===== src/rtl/core/vector_outline_list_decoder_top_defines.svh =====
// Assertion macros for the outline list decoder.
// Needs a clock named clk and an active-low reset named rst_n in the using module.
`ifndef VECTOR_OUTLINE_LIST_DECODER_TOP_DEFINES_SVH
`define VECTOR_OUTLINE_LIST_DECODER_TOP_DEFINES_SVH
`ifndef SYNTHESIS
// Same-cycle implication.
`define VOLD_ASSERT_NOW(lbl, ante, cons, msg) \
  lbl: assert property (@(posedge clk) disable iff (!rst_n) (ante) |-> (cons)) \
    else $error(msg);
// Next-cycle implication.
`define VOLD_ASSERT_NEXT(lbl, ante, cons, msg) \
  lbl: assert property (@(posedge clk) disable iff (!rst_n) (ante) |=> (cons)) \
    else $error(msg);
`else
`define VOLD_ASSERT_NOW(lbl, ante, cons, msg)
`define VOLD_ASSERT_NEXT(lbl, ante, cons, msg)
`endif
`endif


===== src/rtl/core/vold_pkg.sv =====
// Shared types and constants for the outline list decoder.
// No dependencies.
package vold_pkg;

  localparam logic [7:0] MARK_BYTE   = 8'hFF;
  localparam logic [3:0] OLIVE_INDEX = 4'd8;

  localparam logic [1:0] KIND_LINE  = 2'd0;
  localparam logic [1:0] KIND_PAINT = 2'd1;
  localparam logic [1:0] KIND_END   = 2'd2;

  typedef enum logic [9:0] {
    PH_IDLE    = 10'b00_0000_0001,
    PH_HDR_X   = 10'b00_0000_0010,
    PH_HDR_Y   = 10'b00_0000_0100,
    PH_START_X = 10'b00_0000_1000,
    PH_START_Y = 10'b00_0001_0000,
    PH_PT_X    = 10'b00_0010_0000,
    PH_PT_Y    = 10'b00_0100_0000,
    PH_FILL_X  = 10'b00_1000_0000,
    PH_FILL_Y  = 10'b01_0000_0000,
    PH_FILL_C  = 10'b10_0000_0000
  } phase_t;

  typedef struct packed {
    logic [7:0] data_byte;
    logic       record_start;
    logic       shadow_pass;
  } in_item_t;

  typedef struct packed {
    logic [1:0] cmd_kind;
    logic [8:0] start_x;
    logic [8:0] start_y;
    logic [8:0] end_x;
    logic [8:0] end_y;
    logic [3:0] draw_color;
    logic [3:0] edge_color;
  } out_item_t;

  // A decoded command handed to the output buffer.
  typedef struct packed {
    logic      push;
    out_item_t item;
  } result_t;

endpackage


===== src/rtl/core/vold_decode.sv =====
// Record decoding state and command generation for the outline list decoder.
// Depends on vold_pkg.
module vold_decode (
  input  logic               clk,
  input  logic               rst_n,
  input  logic               accept,
  input  vold_pkg::in_item_t in_item,
  output vold_pkg::result_t  result
);

  vold_pkg::phase_t phase_r, phase_nxt;
  logic [6:0] origin_x_r, origin_x_nxt;
  logic [7:0] origin_y_r, origin_y_nxt;
  logic [3:0] border_r, border_nxt;
  logic [7:0] pen_x_r, pen_x_nxt;
  logic [7:0] pen_y_r, pen_y_nxt;
  logic [7:0] held_x_r, held_x_nxt;
  logic [7:0] held_y_r, held_y_nxt;
  logic       shadow_r, shadow_nxt;

  logic [7:0] b;
  assign b = in_item.data_byte;

  always_comb begin
    phase_nxt    = phase_r;
    origin_x_nxt = origin_x_r;
    origin_y_nxt = origin_y_r;
    border_nxt   = border_r;
    pen_x_nxt    = pen_x_r;
    pen_y_nxt    = pen_y_r;
    held_x_nxt   = held_x_r;
    held_y_nxt   = held_y_r;
    shadow_nxt   = shadow_r;
    result       = '0;
    if (accept) begin
      if (in_item.record_start) begin
        shadow_nxt = in_item.shadow_pass;
        border_nxt = in_item.shadow_pass ? vold_pkg::OLIVE_INDEX : {1'b0, b[2:0]};
        phase_nxt  = vold_pkg::PH_HDR_X;
      end else begin
        case (phase_r)
          vold_pkg::PH_HDR_X: begin
            origin_x_nxt = b[7:1];
            phase_nxt    = vold_pkg::PH_HDR_Y;
          end
          vold_pkg::PH_HDR_Y: begin
            origin_y_nxt = b;
            phase_nxt    = vold_pkg::PH_START_X;
          end
          vold_pkg::PH_START_X: begin
            pen_x_nxt = b;
            phase_nxt = vold_pkg::PH_START_Y;
          end
          vold_pkg::PH_START_Y: begin
            pen_y_nxt = b;
            phase_nxt = vold_pkg::PH_PT_X;
          end
          vold_pkg::PH_PT_X: begin
            held_x_nxt = b;
            phase_nxt  = vold_pkg::PH_PT_Y;
          end
          vold_pkg::PH_PT_Y: begin
            if (b == vold_pkg::MARK_BYTE) begin
              // Pen-up, or the end of the polyline when x was a mark too.
              phase_nxt = (held_x_r == vold_pkg::MARK_BYTE) ? vold_pkg::PH_FILL_X
                                                             : vold_pkg::PH_START_X;
            end else begin
              result.push            = 1'b1;
              result.item.cmd_kind   = vold_pkg::KIND_LINE;
              result.item.start_x    = {1'b0, pen_x_r} + {2'b00, origin_x_r};
              result.item.start_y    = {1'b0, pen_y_r} + {1'b0, origin_y_r};
              result.item.end_x      = {1'b0, held_x_r} + {2'b00, origin_x_r};
              result.item.end_y      = {1'b0, b} + {1'b0, origin_y_r};
              result.item.draw_color = border_r;
              pen_x_nxt              = held_x_r;
              pen_y_nxt              = b;
              phase_nxt              = vold_pkg::PH_PT_X;
            end
          end
          vold_pkg::PH_FILL_X: begin
            held_x_nxt = b;
            phase_nxt  = vold_pkg::PH_FILL_Y;
          end
          vold_pkg::PH_FILL_Y: begin
            held_y_nxt = b;
            if (held_x_r == vold_pkg::MARK_BYTE && b == vold_pkg::MARK_BYTE) begin
              result.push          = 1'b1;
              result.item.cmd_kind = vold_pkg::KIND_END;
              phase_nxt            = vold_pkg::PH_IDLE;
            end else begin
              phase_nxt = vold_pkg::PH_FILL_C;
            end
          end
          vold_pkg::PH_FILL_C: begin
            result.push            = 1'b1;
            result.item.cmd_kind   = vold_pkg::KIND_PAINT;
            result.item.start_x    = {1'b0, held_x_r} + {2'b00, origin_x_r};
            result.item.start_y    = {1'b0, held_y_r} + {1'b0, origin_y_r};
            result.item.draw_color = shadow_r ? vold_pkg::OLIVE_INDEX : {1'b0, b[2:0]};
            result.item.edge_color = border_r;
            phase_nxt              = vold_pkg::PH_FILL_X;
          end
          default: begin
            phase_nxt = vold_pkg::PH_IDLE;
          end
        endcase
      end
    end
  end

  always_ff @(posedge clk) begin
    if (!rst_n) begin
      phase_r    <= vold_pkg::PH_IDLE;
      origin_x_r <= '0;
      origin_y_r <= '0;
      border_r   <= '0;
      pen_x_r    <= '0;
      pen_y_r    <= '0;
      held_x_r   <= '0;
      held_y_r   <= '0;
      shadow_r   <= 1'b0;
    end else begin
      phase_r    <= phase_nxt;
      origin_x_r <= origin_x_nxt;
      origin_y_r <= origin_y_nxt;
      border_r   <= border_nxt;
      pen_x_r    <= pen_x_nxt;
      pen_y_r    <= pen_y_nxt;
      held_x_r   <= held_x_nxt;
      held_y_r   <= held_y_nxt;
      shadow_r   <= shadow_nxt;
    end
  end

endmodule


===== src/rtl/core/vold_out_buf.sv =====
// Two-entry output register with skid slot for the outline list decoder.
// Depends on vold_pkg and the assertion macro header.
`include "vector_outline_list_decoder_top_defines.svh"
module vold_out_buf (
  input  logic                clk,
  input  logic                rst_n,
  input  vold_pkg::result_t   result,
  output logic                full,
  output logic                out_valid,
  input  logic                out_stall,
  output vold_pkg::out_item_t out_item
);

  logic                main_vld_r;
  logic                skid_vld_r;
  vold_pkg::out_item_t main_r;
  vold_pkg::out_item_t skid_r;
  logic                pop;

  assign pop       = main_vld_r && !out_stall;
  assign full      = skid_vld_r;
  assign out_valid = main_vld_r;
  assign out_item  = main_r;

  always_ff @(posedge clk) begin
    if (!rst_n) begin
      main_vld_r <= 1'b0;
      skid_vld_r <= 1'b0;
    end else if (pop) begin
      if (skid_vld_r) begin
        skid_vld_r <= result.push;
      end else begin
        main_vld_r <= result.push;
      end
    end else if (!main_vld_r) begin
      main_vld_r <= result.push;
    end else if (result.push) begin
      skid_vld_r <= 1'b1;
    end
  end

  always_ff @(posedge clk) begin
    if (pop) begin
      if (skid_vld_r) begin
        main_r <= skid_r;
        skid_r <= result.item;
      end else begin
        main_r <= result.item;
      end
    end else if (!main_vld_r) begin
      main_r <= result.item;
    end else if (result.push) begin
      skid_r <= result.item;
    end
  end

  `VOLD_ASSERT_NOW(a_skid_behind_main, skid_vld_r, main_vld_r, "skid holds an item ahead of main")
  `VOLD_ASSERT_NOW(a_no_push_when_full, result.push, !skid_vld_r, "result pushed into full buffer")
  `VOLD_ASSERT_NEXT(a_stalled_item_kept, main_vld_r && out_stall, main_vld_r, "stalled item lost")

endmodule


===== src/rtl/core/vector_outline_list_decoder_top.sv =====
// Outline list decoder: one record byte per item in, at most one drawing command out.
// Throughput is one item per cycle while in_stall is low; commands leave from a register.
// The decode state machine and its coordinate adders form each command combinationally.
// in_stall rises only when both output slots hold commands that have not been taken.
// rst_n is synchronous and active low; it returns the decoder to idle, awaiting a record.
module vector_outline_list_decoder_top (
  input  logic                clk,
  input  logic                rst_n,
  input  logic                in_valid,
  output logic                in_stall,
  input  vold_pkg::in_item_t  in_item,
  output logic                out_valid,
  input  logic                out_stall,
  output vold_pkg::out_item_t out_item
);

  // An item is taken whenever the skid slot of the output buffer is free. Because the
  // stall comes straight from a register, the upstream side sees no path through the
  // decoder, and a byte can arrive while a finished command still waits downstream.
  logic              accept;
  logic              buf_full;
  vold_pkg::result_t result;

  assign in_stall = buf_full;
  assign accept   = in_valid && !buf_full;

  // Phase tracking, header offsets, pen position and the command generation for the
  // line, paint and end cases all live here. A start-of-record byte always restarts
  // decoding, even in the middle of a record.
  vold_decode u_decode (
    .clk     (clk),
    .rst_n   (rst_n),
    .accept  (accept),
    .in_item (in_item),
    .result  (result)
  );

  // The result register and its skid slot: commands leave in the order they were made.
  vold_out_buf u_out_buf (
    .clk       (clk),
    .rst_n     (rst_n),
    .result    (result),
    .full      (buf_full),
    .out_valid (out_valid),
    .out_stall (out_stall),
    .out_item  (out_item)
  );

endmodule

===== config.mk =====
export PLATFORM = sky130hd
export DESIGN_NAME = vector_outline_list_decoder_top
export DESIGN_NICKNAME = d
export VERILOG_FILES = /design/src/rtl/core/vold_pkg.sv /design/src/rtl/core/vold_decode.sv /design/src/rtl/core/vold_out_buf.sv /design/src/rtl/core/vector_outline_list_decoder_top.sv
export VERILOG_INCLUDE_DIRS = /design/src /design/src/rtl/core
export SDC_FILE = /design/constraint.sdc
export NUM_CORES = 1
export LEC_CHECK = 0
export BUFFER_PORTS_ARGS = -buffer_cell sky130_fd_sc_hd__buf_2
export CAP_MARGIN = 20
export CORE_ASPECT_RATIO = 0.9
export CORE_UTILIZATION = 30
export DETAILED_ROUTE_END_ITERATION = 12
export PLACE_DENSITY_LB_ADDON = 0.15
export SYNTH_ARGS = -nofsm -noshare
export SYNTH_HDL_FRONTEND = slang
export SYNTH_HIERARCHICAL = 1
export SYNTH_SLANG_ARGS = --single-unit

===== constraint.sdc =====
create_clock -name clk -period 5.1 [get_ports clk]
set_input_delay 1.275 -clock clk [delete_from_list [all_inputs] [get_ports clk]]
set_output_delay 1.275 -clock clk [all_outputs]
set_load 0.01 [all_outputs]

## After elaboration in Yosys (flattened, before gate mapping)

Index checks and enable logic that the tools add are counted.

| word-level totals | value |
|---|---|
| bits in registers | 156 |
| RAM bits | 0 |
| output and inout bits | 48 |
| memory bits (read-only) | 0 |
| input port bits | 14 |
| memories | 0 |
| bits in latches | 0 |
| logic and storage cells | 99 |

| cells by class | value |
|---|---|
| multiplexer cells | 34 |
| shifts and indexed selects | 0 |
| add/sub/neg operators | 5 |
| div/mod/pow operators | 0 |
| eq/ne operators | 15 |
| reduce and logical (&&, ||, !) cells | 19 |
| $mul | 0 |
| bitwise operators | 1 |
| order comparisons | 0 |

Operator list:

| operator | number |
|---|---|
| 2-to-1 mux 46 bit | 7 |
| 2-to-1 mux 47 bit | 2 |
| one-hot mux 10 bit (9 select lines) | 1 |
| 2-to-1 mux 43 bit | 1 |
| one-hot mux 18 bit (2 select lines) | 1 |
| one-hot mux 8 bit (2 select lines) | 2 |
| 2-to-1 mux 10 bit | 3 |
| adder 8 x 8 -> 9 bit | 3 |
| 2-to-1 mux 8 bit | 3 |
| adder 8 x 7 -> 9 bit | 2 |
| 2-to-1 mux 18 bit | 1 |
| equality test 8 bit (second input constant) | 2 |
| AND reduction 3 bit | 5 |
| 2-to-1 mux 4 bit | 3 |
| equality test 10 bit (second input constant) | 1 |
| equality test 10 x 2 -> 1 bit (second input constant) | 1 |
| equality test 10 x 3 -> 1 bit (second input constant) | 1 |
| equality test 10 x 4 -> 1 bit (second input constant) | 1 |
| equality test 10 x 5 -> 1 bit (second input constant) | 1 |
| equality test 10 x 6 -> 1 bit (second input constant) | 1 |
| equality test 10 x 7 -> 1 bit (second input constant) | 1 |
| equality test 10 x 8 -> 1 bit (second input constant) | 1 |
| equality test 10 x 9 -> 1 bit (second input constant) | 1 |
| one-hot mux 3 bit (3 select lines) | 1 |
| 12 further kinds | 28 |

## Depth between registers and ports, before layout

Gate-level depths: netlist of the first run.

| depth | value |
|---|---|
| depth in word-level cells | 9 |
| depth in mapped cells | 10 |
| gate-level depth less buffers | 10 |

## Modules after synthesis

Netlist of the first run, hierarchy kept.

Modules (own cells, without submodules):

| module | cells an instance | sequential area each (um^2) | instances | area an instance (um^2) |
|---|---|---|---|---|
| vold_decode | 547 | 1221.2 | 1 | 4579.4 |
| vold_out_buf | 155 | 2802.7 | 1 | 3636.0 |
| vector_outline_list_decoder_top | 1 | 0.0 | 1 | 13.8 |

## Worst setup path before layout of the first run

Ideal clock, no wire load.

| timing path | value |
|---|---|
| path kind | input to register |
| start | input port in_item[4] (netlist bit) |
| end | register u_out_buf/skid_r[0] (netlist bit) (enable) |
| library setup time | 0.455 ns |
| data arrival time | 4.572 ns |
| stages | 8 |
| setup slack | 0.073 ns |
| buffers on the path | 1 |
| cells stage by stage | buf_2 -> nand4_1 -> nor4_1 -> a21oi_1 -> or3_1 -> a21oi_1 -> mux2i_1 -> nor2b_1 |

RTL lines:

| element | RTL line | RTL |
|---|---|---|
| start: declaration | vector_outline_list_decoder_top.sv:11 | `input vold_pkg::in_item_t in_item,` |
| end signal: assignment | vold_out_buf.sv:46 | `skid_r <= result.item;` |
| end signal: assignment | vold_out_buf.sv:53 | `skid_r <= result.item;` |
| end: declaration | vold_out_buf.sv:17 | `vold_pkg::out_item_t skid_r;` |

==> impl_metrics.json, run 1 <==
{
  "status": "completed",
  "n_antenna_cell": 0,
  "cp_slowest_cell": "buf_4",
  "yosysTopAreaCell": "edfxtp_1",
  "synth_area_leaders": "edfxtp_1 34%, dfxtp_1 15%, mux2_4 7.3%, ha_1 5.8%, mux2i_1 5.6%",
  "rsz0062_at_grt": "false",
  "critPathMaxFanout": 46,
  "drv_slew": 0,
  "synth_flop_cell": "edfxtp_1",
  "path_buf_inv": 2,
  "tritoncts": "yes",
  "wl_per_cell_um": 17.8,
  "final_cell_mix": "92 x edfxtp_1, 63 x dfxtp_1, 61 x buf_2",
  "clk_pin_slew_worst_paths_ns": 0.06,
  "pin_count": 62,
  "postCtsHoldBufs": 0,
  "reg2reg_depth": 8,
  "die-area_mm2": 0.0281,
  "htree_levels": 4,
  "final_common_cell": "edfxtp_1",
  "power_density_mw_per_mm2": 273,
  "maxSlewHeadroom": 0.295,
  "cts.repair.resized": 0,
  "ir_drop_mv": 0.186,
  "ys_seq_area_frac": 0.489,
  "fillCellCount": 2688,
  "antenna_found_initial": 1,
  "fin_crit_ns": 3.67,
  "clk_latency_ns": 0.43,
  "cp.depth": 9,
  "syn-num-nets": 760,
  "rows": 57,
  "ant_nets": 0,
  "ys_types": 64,
  "grt.overflow.total": 0,
  "first_pass_iters": 5,
  "hold_viol": 0,
  "synth_top_area_frac": 0.336,
  "fin_nets": 822,
  "fin_ws_ns": 1.43,
  "cp-start-kind": "input port",
  "first_global_vias": 5810,
  "dpl_worst_slack_ns": 0.953,
  "vias_per_cell": 4.96,
  "ys_ff_latch": 155,
  "grt_use_total": 0.148,
  "root_buffer": "clkbuf_16",
  "critPathKind": "in -> reg",
  "cts_made_buffers": 17,
  "fin_crit_sh": 0.720,
  "hold_class": "reg -> reg",
  "initial_utilization": 0.305,
  "place.gp.congestion": 0.797,
  "setup_viol": 0,
  "grt_first_pass_wirelength_um": 32100,
  "synth_edf_count": 92,
  "cellLeakagePower_uw": 0.00386,
  "maxCapViolations": 0,
  "path_cells": "buf_2 -> nand4_1 -> nor4_1 -> a21oi_1 -> or3_1 -> a21oi_1 -> mux2i_1 -> nor2b_4 -> buf_4",
  "multi_input_area_mm2": 0.00394,
  "drc_errors": 0,
  "area_growth_pct": 14.7,
  "clkSinkCount": 155,
  "post_cts.repair.setup_buffers": 0,
  "whs_path_depth": 1,
  "syn_inst": 703,
  "die_h_um": 159,
  "synth_warnings": 6,
  "coreArea_mm2": 0.0270,
  "die_x_um": 177,
  "cp.arrival_ns": 3.73,
  "crit_family": "simple AND/OR/NAND/NOR gates",
  "max_freq_mhz": 272,
  "async_flop_share": 0,
  "grt_start_max_net_pins": 65,
  "num_vias": 5618,
  "routed_wl_um": 20200,
  "setup_tns_ns": 0,
  "cp-end-kind": "flop",
  "finClkSkew_ns": 0.0128,
  "syn_area_per_cell_um2": 11.7,
  "numPortBuffers": 61,
  "final-seq-area_mm2": 0.00402,
  "clk_path_buf_depth": 2,
  "tightest_slew_ns": 1.06,
  "synthesis.area_mm2": 0.00823,
  "whs_ns": 0.524,
  "place_hpwl_um": 14200,
  "required_ns": 5.16,
  "drive_gt1_frac": 0.201,
  "drt_iter0_markers": 327,
  "cp_slowest_stage_delay_ns": 0.55,
  "cp_common_cell": "a21oi_1"
}
==> state kept, by name, indices dropped and copies added (netlist names) <==
register / flops
u_decode/border_r: 4
u_decode/held_x_r: 8
u_decode/held_y_r: 8
u_decode/origin_x_r: 7
u_decode/origin_y_r: 8
u_decode/pen_x_r: 8
u_decode/pen_y_r: 8
u_decode/phase_r: 10
u_out_buf/full: 1
u_out_buf/out_item: 46
u_out_buf/out_valid: 1
u_out_buf/skid_r: 46
==> worst register-to-register path, delay by kind of cell, from the launching register on <==
family          cells  cell delay [ns]
compound gates      1             0.34
buf+inv             2             0.79
flops               1             0.38
mux                 1             0.18
simple gates        4             1.18
==> area by class of cell <==
cell class / count / area share
clock buffer: 20 / 0.0463
sequential: 155 / 0.426
multi-input combinational: 495 / 0.418
tap: 354 / 0.0469
inverter: 27 / 0.0107
timing repair buffer: 69 / 0.0400
clock inverter: 12 / 0.0122
==> cells by family (layout without fill, tap and decap cells) <==
group / Yosys count / count (layout) / synth area share
and+or+nand+nor: 224 / 224 / 0.149
AOI/OAI and AO/OA: 117 / 117 / 0.0997
buffers and inverters: 53 / 128 / 0.0351
xor gates and xnor gates: 19 / 19 / 0.0202
muxes: 92 / 92 / 0.137
DFF: 155 / 155 / 0.489
adders and majority gates: 43 / 43 / 0.0699
==> per-layer routing <==
layer	vias up	GRT usage	part of all wire
li1	2700	-	-
met1	2769	0.188	0.46
met2	125	0.246	0.48
met3	22	0.0260	0.030
met4	2	0.0615	0.021
met5	-	0	0.00054
==> synth_stat cells (3+ instances only) <==
| cell | n |
|---|---|
| a21boi_0 | 5 |
| a21o_1 | 5 |
| a21oi_1 | 23 |
| a22oi_1 | 11 |
| and2_1 | 14 |
| buf_12 | 4 |
| clkbuf_1 | 16 |
| dfxtp_1 | 63 |
| edfxtp_1 | 92 |
| fa_1 | 5 |
| ha_1 | 38 |
| inv_1 | 27 |
| mux2_2 | 6 |
| mux2_4 | 40 |
| mux2i_1 | 46 |
| nand2_1 | 27 |
| nand2b_1 | 9 |
| nand3_1 | 11 |
| nand3b_1 | 3 |
| nand4_1 | 6 |
| nor2_1 | 51 |
| nor2b_1 | 48 |
| nor3_1 | 14 |
| nor3b_1 | 6 |
| nor4_1 | 9 |
| nor4b_1 | 3 |
| o211a_1 | 8 |
| o211ai_1 | 4 |
| o21a_1 | 12 |
| o21ai_0 | 18 |
| o22a_1 | 3 |
| o22ai_1 | 4 |
| o31a_1 | 4 |
| o41ai_1 | 3 |
| or3_1 | 9 |
| xnor2_1 | 11 |
| xor2_1 | 8 |
==> metrics by stage <==
step / util / instance area (um^2) / power, uW / cells
2_1_floorplan: - / 8230 / 1380 / 703
3_3_place_gp: 0.329 / 8870 / 1400 / 1099
3_5_place_dp: 0.329 / 8870 / 1400 / 1099
4_1_cts: 0.349 / 9420 / 2620 / 1131
5_1_grt: 0.350 / 9440 / 2660 / 1132
6_report: 0.350 / 9440 / 2580 / 1132
==> final timing paths <==
| kind | slack, ns | end | startpoint |
|---|---|---|---|
| setup reg to reg | 1.84 | u_out_buf/skid_r[34] | u_decode/phase_r[8] |
| setup / recovery | 1.43 | u_out_buf/skid_r[34] | in_item[8] |
| hold reg to reg | 0.52 | u_decode/pen_x_r[0] | u_decode/pen_x_r[0] |
| hold / removal | 0.52 | u_decode/pen_x_r[0] | u_decode/pen_x_r[0] |
==> power breakdown <==
part / internal, uW / switching [uW] / total (uW)
clock: 675 / 525 / 1200
sequential: 1310 / 2.79 / 1320
combinational: 21.4 / 38.2 / 59.6
Power figures use the tool's default switching activity.
==> run 2: changes to the inputs <==
Clock period 5.1 ns to 3.4 ns, I/O delays scaled along.
==> run 2 against run 1 <==
Clock skew down 0.0027 ns. Critical path depth rose by 1. Die area did not move. Count of clock-buffer cells in the layout shrank 2. Combinational power up 62%. Sequential power is 49% higher. Total power increased by 56%. Flip-flop and latch count stayed put. Hold slack got worse by 0.0032 ns. Worst setup slack got worse by 0.95 ns. Critical path type unchanged. Largest power group unchanged. Highest routed layer unchanged.
==> impl_metrics.json, run 2 (synthesized netlist as in run 1, its figures left out) <==
{
  "critPathMaxFanout": 37,
  "switching_share": 0.214,
  "pin_count": 62,
  "fin_nets": 846,
  "die_h_um": 159,
  "rsz0062_at_grt": "false",
  "highest_layer": "met5",
  "cp_slowest_cell": "nor4_1",
  "die_x_um": 177,
  "pwr-share-clk": 0.486,
  "path_buf_inv": 3,
  "hold_class": "reg -> reg",
  "cellLeakagePower_uw": 0.00402,
  "cts_made_buffers": 17,
  "wl_met2_um": 10000,
  "path_cells": "buf_2 -> nand4_1 -> nor4_1 -> buf_4 -> a21oi_1 -> or3_1 -> a21oi_1 -> mux2i_1 -> nor2b_4 -> buf_12",
  "area_growth_pct": 17.6,
  "setup_viol": 0,
  "cp-start-kind": "input port",
  "wl_per_cell_um": 17.9,
  "die-area_mm2": 0.0281,
  "clk_latency_ns": 0.42,
  "power_density_mw_per_mm2": 416,
  "finClkSkew_ns": 0.0102,
  "numPortBuffers": 61,
  "cp-startpoint": "in_item[6]",
  "grt_first_pass_wirelength_um": 32600,
  "coreArea_mm2": 0.0270,
  "rows": 57,
  "cts.repair.resized": 0,
  "r2r_end": "u_out_buf/out_item[32]",
  "cp.depth": 10,
  "fin_util": 0.359,
  "r2r_start": "u_decode/origin_y_r[0]",
  "final_cell_mix": "92 x edfxtp_1, 63 x dfxtp_1, 61 x buf_2",
  "status": "completed",
  "internal_power_uw": 3170,
  "first_global_vias": 5682,
  "ir_drop_mv": 0.278,
  "cp-end-kind": "flop",
  "ant_nets": 0,
  "drt_iter0_markers": 414,
  "root_buffer": "clkbuf_16",
  "max_freq_mhz": 342,
  "n_antenna_cell": 0,
  "drc_errors": 0,
  "critPathKind": "in -> reg",
  "place.gp.congestion": 0.842,
  "first_pass_iters": 4,
  "p_total_uw": 4030,
  "critPathCapture": "u_out_buf/skid_r[13]",
  "clk_path_buf_depth": 2,
  "tightest_slew_ns": 0.649,
  "initial_utilization": 0.305,
  "antenna_found_initial": 1,
  "tritoncts": "yes",
  "required_ns": 3.51,
  "maxSlewHeadroom": 0.568,
  "fin_crit_ns": 2.92,
  "pwr-share-comb": 0.024,
  "post_cts.repair.setup_buffers": 0,
  "clkSinkCount": 155,
  "drt-met1-wl_um": 9660,
  "crit_family": "simple AND/OR/NAND/NOR gates",
  "postCtsHoldBufs": 0,
  "grt_start_max_net_pins": 58,
  "grt.overflow.total": 0,
  "drive_gt1_frac": 0.223,
  "final_common_cell": "edfxtp_1",
  "grt_use_total": 0.152,
  "htree_levels": 4,
  "maxCapViolations": 0,
  "met3_length_um": 475,
  "cp.arrival_ns": 3.03,
  "fin_crit_sh": 0.860,
  "reg2reg_slack_ns": 0.59,
  "seqPwrFrac": 0.490,
  "routed_wl_um": 20700,
  "place_hpwl_um": 15200,
  "reg2reg_depth": 10,
  "cp_common_cell": "a21oi_1",
  "hold_viol": 0,
  "vias_per_cell": 4.92,
  "num_vias": 5690,
  "drv_slew": 0,
  "clk_pin_slew_worst_paths_ns": 0.06,
  "cp_slowest_stage_delay_ns": 0.41,
  "switchingPower_uw": 861
}
[run 2: power groups by stage]
stage          Sequential [uW]  Clock [uW]  Combinational, uW
2_1_floorplan             2010           0               52.3
3_3_place_gp              2010           0               96.9
3_5_place_dp              2010           0               97.7
4_1_cts                   1970        2010               98.1
5_1_grt                   1970        2090                107
6_report                  1970        1960               96.3
[run 2: worst min path at each step]
stage | start | endpoint | cells after the start | slack [ns]
final | u_decode/border_r[3] | u_decode/border_r[3] | 2 | 0.52
after CTS | u_decode/pen_x_r[5] | u_decode/pen_x_r[5] | 1 | 0.52
after detailed placement | u_decode/pen_x_r[5] | u_decode/pen_x_r[5] | 1 | 0.50
after global placement | u_decode/pen_x_r[0] | u_decode/pen_x_r[0] | 1 | 0.49
after floorplan | u_decode/border_r[3] | u_decode/border_r[3] | 2 | 0.47
after global routing | u_decode/pen_x_r[5] | u_decode/pen_x_r[5] | 1 | 0.55
[run 2: layout make-up]
class / count / area (um^2)
Clock inverter: 14 / 169
Inverter: 27 / 101
Tap cell: 354 / 443
Fill cell: 2644 / 17300
Sequential cell: 155 / 4020
Timing Repair Buffer: 93 / 583
Multi-Input combinational cell: 495 / 3930
Clock buffer: 18 / 429
[run 2: per-stage QoR]
| stage | instances | hold slack (ns) | setup slack [ns] | TNS, ns | area, um^2 |
|---|---|---|---|---|---|
| floorplan | 703 | 0.466 | 0.147 | 0 | 8240 |
| global placement | 1124 | 0.492 | -0.00374 | -0.0378 | 9080 |
| detailed placement | 1124 | 0.501 | 0.0305 | 0 | 9080 |
| CTS | 1156 | 0.521 | 0.469 | 0 | 9680 |
| global route | 1156 | 0.549 | 0.246 | 0 | 9680 |
| finish | 1156 | 0.521 | 0.476 | 0 | 9680 |
[run 2: routing by layer]
layer	up-vias	GRT usage
met1	2808	0.198
li1	2754	-
met4	2	0.0623
met3	31	0.0234
met2	95	0.250
met5	-	0
[run 2: worst min-delay path: stages (launching register included)]
cell and delay (ns):
dfxtp_1 0.33, nand2_1 0.06, a21boi_0 0.07
==> run 3: changes to the inputs <==
Settings changed: SYNTH_HIERARCHICAL 1 to not set.
==> run 3 against run 2 <==
The flow now finishes with violations (design-rule violations). Critical path depth down 3. Clock skew down 0.00061 ns. Flip-flop and latch count unchanged. Clock power down 9%. Global-route usage up 1.6 points. Sequential power about the same. Utilization down 0.066 points. First-iteration DRC count up 19%. Via count up 3.8%. Count of clock-buffer cells in the layout down 1. Largest power group unchanged. Highest routed layer is now met4.
==> impl_metrics.json, run 3 <==
{
  "wl_per_cell_um": 18.4,
  "pin_count": 62,
  "die_x_um": 173,
  "drc_errors": 1,
  "die-area_mm2": 0.0271,
  "r2r_start": "u_decode.phase_r[4]",
  "hold_class": "reg -> reg",
  "grt_use_total": 0.168,
  "clk_path_buf_depth": 2,
  "antenna_found_initial": 0,
  "hold_end": "u_decode.held_y_r[3]",
  "async_flop_share": 0,
  "syn_area_per_cell_um2": 10.6,
  "status": "finished with violations",
  "final_cell_mix": "92 x edfxtp_1, 76 x nor2_1, 63 x nand2_1, 63 x dfxtp_1, 61 x buf_2",
  "post_cts.repair.setup_buffers": 0,
  "critPathMaxFanout": 46,
  "synth_flop_cell": "edfxtp_1",
  "place_hpwl_um": 16000,
  "grt_start_max_net_pins": 47,
  "fin_nets": 885,
  "syn_inst": 748,
  "rsz0062_at_grt": "false",
  "synth_area_leaders": "edfxtp_1 35%, dfxtp_1 16%, ha_1 6.0%, a21o_1 4.3%, mux2i_1 3.7%",
  "ys_types": 65,
  "synthesis.area_mm2": 0.00792,
  "reg2reg_depth": 7,
  "fin_ws_ns": 0.468,
  "grt.overflow.total": 0,
  "synth_warnings": 0,
  "yosysTopAreaCell": "edfxtp_1",
  "synth_top_family_by_area": "simple AND/OR/NAND/NOR gates",
  "synth_edf_count": 92,
  "area_growth_pct": 17.6,
  "min_from": "u_decode.held_y_r[3]",
  "cp.arrival_ns": 3.03,
  "synth-compound-area-share": 0.169,
  "setup_viol": 0,
  "clkSinkCount": 155,
  "cellLeakagePower_uw": 0.00400,
  "postCtsHoldBufs": 0,
  "dpl_worst_slack_ns": 0.260,
  "syn-num-nets": 805,
  "whs_path_depth": 2,
  "p_total_uw": 3870,
  "clk_pin_slew_worst_paths_ns": 0.07,
  "routed_wl_um": 21900,
  "r2r_end": "u_out_buf.skid_r[32]",
  "first_global_vias": 5673,
  "synth-xor-area-share": 0.0155,
  "reg2reg_slack_ns": 0.47,
  "fin_crit_ns": 2.93,
  "synth_simple_gate_area_frac": 0.171,
  "cp-startpoint": "u_decode.phase_r[4]",
  "critPathKind": "reg -> reg",
  "first_pass_iters": 9,
  "power_density_mw_per_mm2": 415,
  "ys_seq_area_frac": 0.508,
  "synth_common_cells": "92 x edfxtp_1, 77 x nor2_1, 64 x nand2_1",
  "synth.most_common_cell": "edfxtp_1",
  "maxCapViolations": 0,
  "finClkSkew_ns": 0.00958,
  "num_vias": 5909,
  "clk_latency_ns": 0.42,
  "setup_tns_ns": 0,
  "place.gp.congestion": 0.823,
  "synthMuxAreaShare": 0.0366,
  "htree_levels": 4,
  "cp-start-kind": "flop",
  "drt_iter0_markers": 492,
  "yosys.area_share.adder": 0.0727,
  "vias_per_cell": 4.97,
  "tightest_slew_ns": 0.987,
  "root_buffer": "clkbuf_16",
  "drive_gt1_frac": 0.168,
  "ant_nets": 0,
  "initial_utilization": 0.305,
  "cts_made_buffers": 17,
  "grt_first_pass_wirelength_um": 34300,
  "fin_crit_sh": 0.862,
  "die_h_um": 156,
  "ys_ff_latch": 155,
  "n_antenna_cell": 0,
  "synth_top_area_frac": 0.349,
  "max_freq_mhz": 341,
  "fin_util": 0.358,
  "drv_slew": 0,
  "coreArea_mm2": 0.0260,
  "maxSlewHeadroom": 0.339,
  "required_ns": 3.50,
  "cp-end-kind": "flop",
  "tritoncts": "yes",
  "final_common_cell": "edfxtp_1",
  "numPortBuffers": 61,
  "rows": 56,
  "ir_drop_mv": 0.317,
  "hold_viol": 0,
  "cts.repair.resized": 0,
  "violations": "design-rule violations"
}
==> run 3: cell types whose count changed in the layout (fill, tap and decap cells not counted), sizes merged, moves of 7 or more <==
cell / delta
mux2: -46
a21o: +40
nand2: +38
nor2: +28
mux2i: -17
nor2b: -13
a21oi: +11
o21ai: +10
a311oi: +9
a211oi: +7
o211a: -7
xor2: -7
==> run 3: area by class of cell <==
class                           count  area (um^2)
Fill cell                        2580        16700
Sequential cell                   155         4020
Multi-Input combinational cell    546         3710
Timing Repair Buffer               90          536
Tap cell                          348          435
Clock buffer                       17          425
Clock inverter                     15          114
Inverter                           18         67.6
==> run 3: power by group <==
group | total (uW) | leakage (uW) | internal [uW] | switching [uW]
logic | 112 | 0.00224 | 37.8 | 73.8
registers | 1980 | 0.00150 | 1970 | 5.94
clock network | 1780 | 0.000259 | 948 | 831
total | 3870 | 0.00400 | 2950 | 911
==> run 3: critical path: stages, from the launching register on <==
cell and delay, ns:
dfxtp_1 0.35, or4_1 0.72, or3_1 0.59, o21ai_0 0.15, a31oi_1 0.10, a21o_1 0.25
o22ai_4 0.13, buf_12 0.26
==> run 3: cell families (layout without fill, tap and decap cells) <==
logic type	Yosys count	in the layout
simple gates	266	266
compound gates	194	194
flops	155	155
buf+inv	47	140
fa+ha+maj	43	43
mux	29	29
xor+xnor	14	14
==> run 3: how the worst max path moves through the flow <==
stage,end,slack (ns),cells after the start
after floorplan,u_out_buf.skid_r[0],0.17,2
after global placement,u_out_buf.out_item[14],0.24,10
after detailed placement,u_out_buf.out_item[14],0.26,10
after CTS,u_out_buf.skid_r[32],0.45,7
after global routing,u_out_buf.skid_r[32],0.36,7
final,u_out_buf.skid_r[32],0.47,7
==> run 3: routing by layer <==
layer,up-vias,global-route usage,routed length [um]
met1,2831,0.249,11400
met4,0,0.0556,419
met3,22,0.0241,693
li1,2916,-,-
met5,-,0,0
met2,140,0.248,9360
==> run 3: stage by stage <==
stage,hold slack (ns),std cells,instance area [um^2]
global route,0.491,1189,9310
CTS,0.471,1189,9310
finish,0.470,1189,9310
global placement,0.460,1157,8770
floorplan,0.441,748,7940
detailed placement,0.457,1157,8770
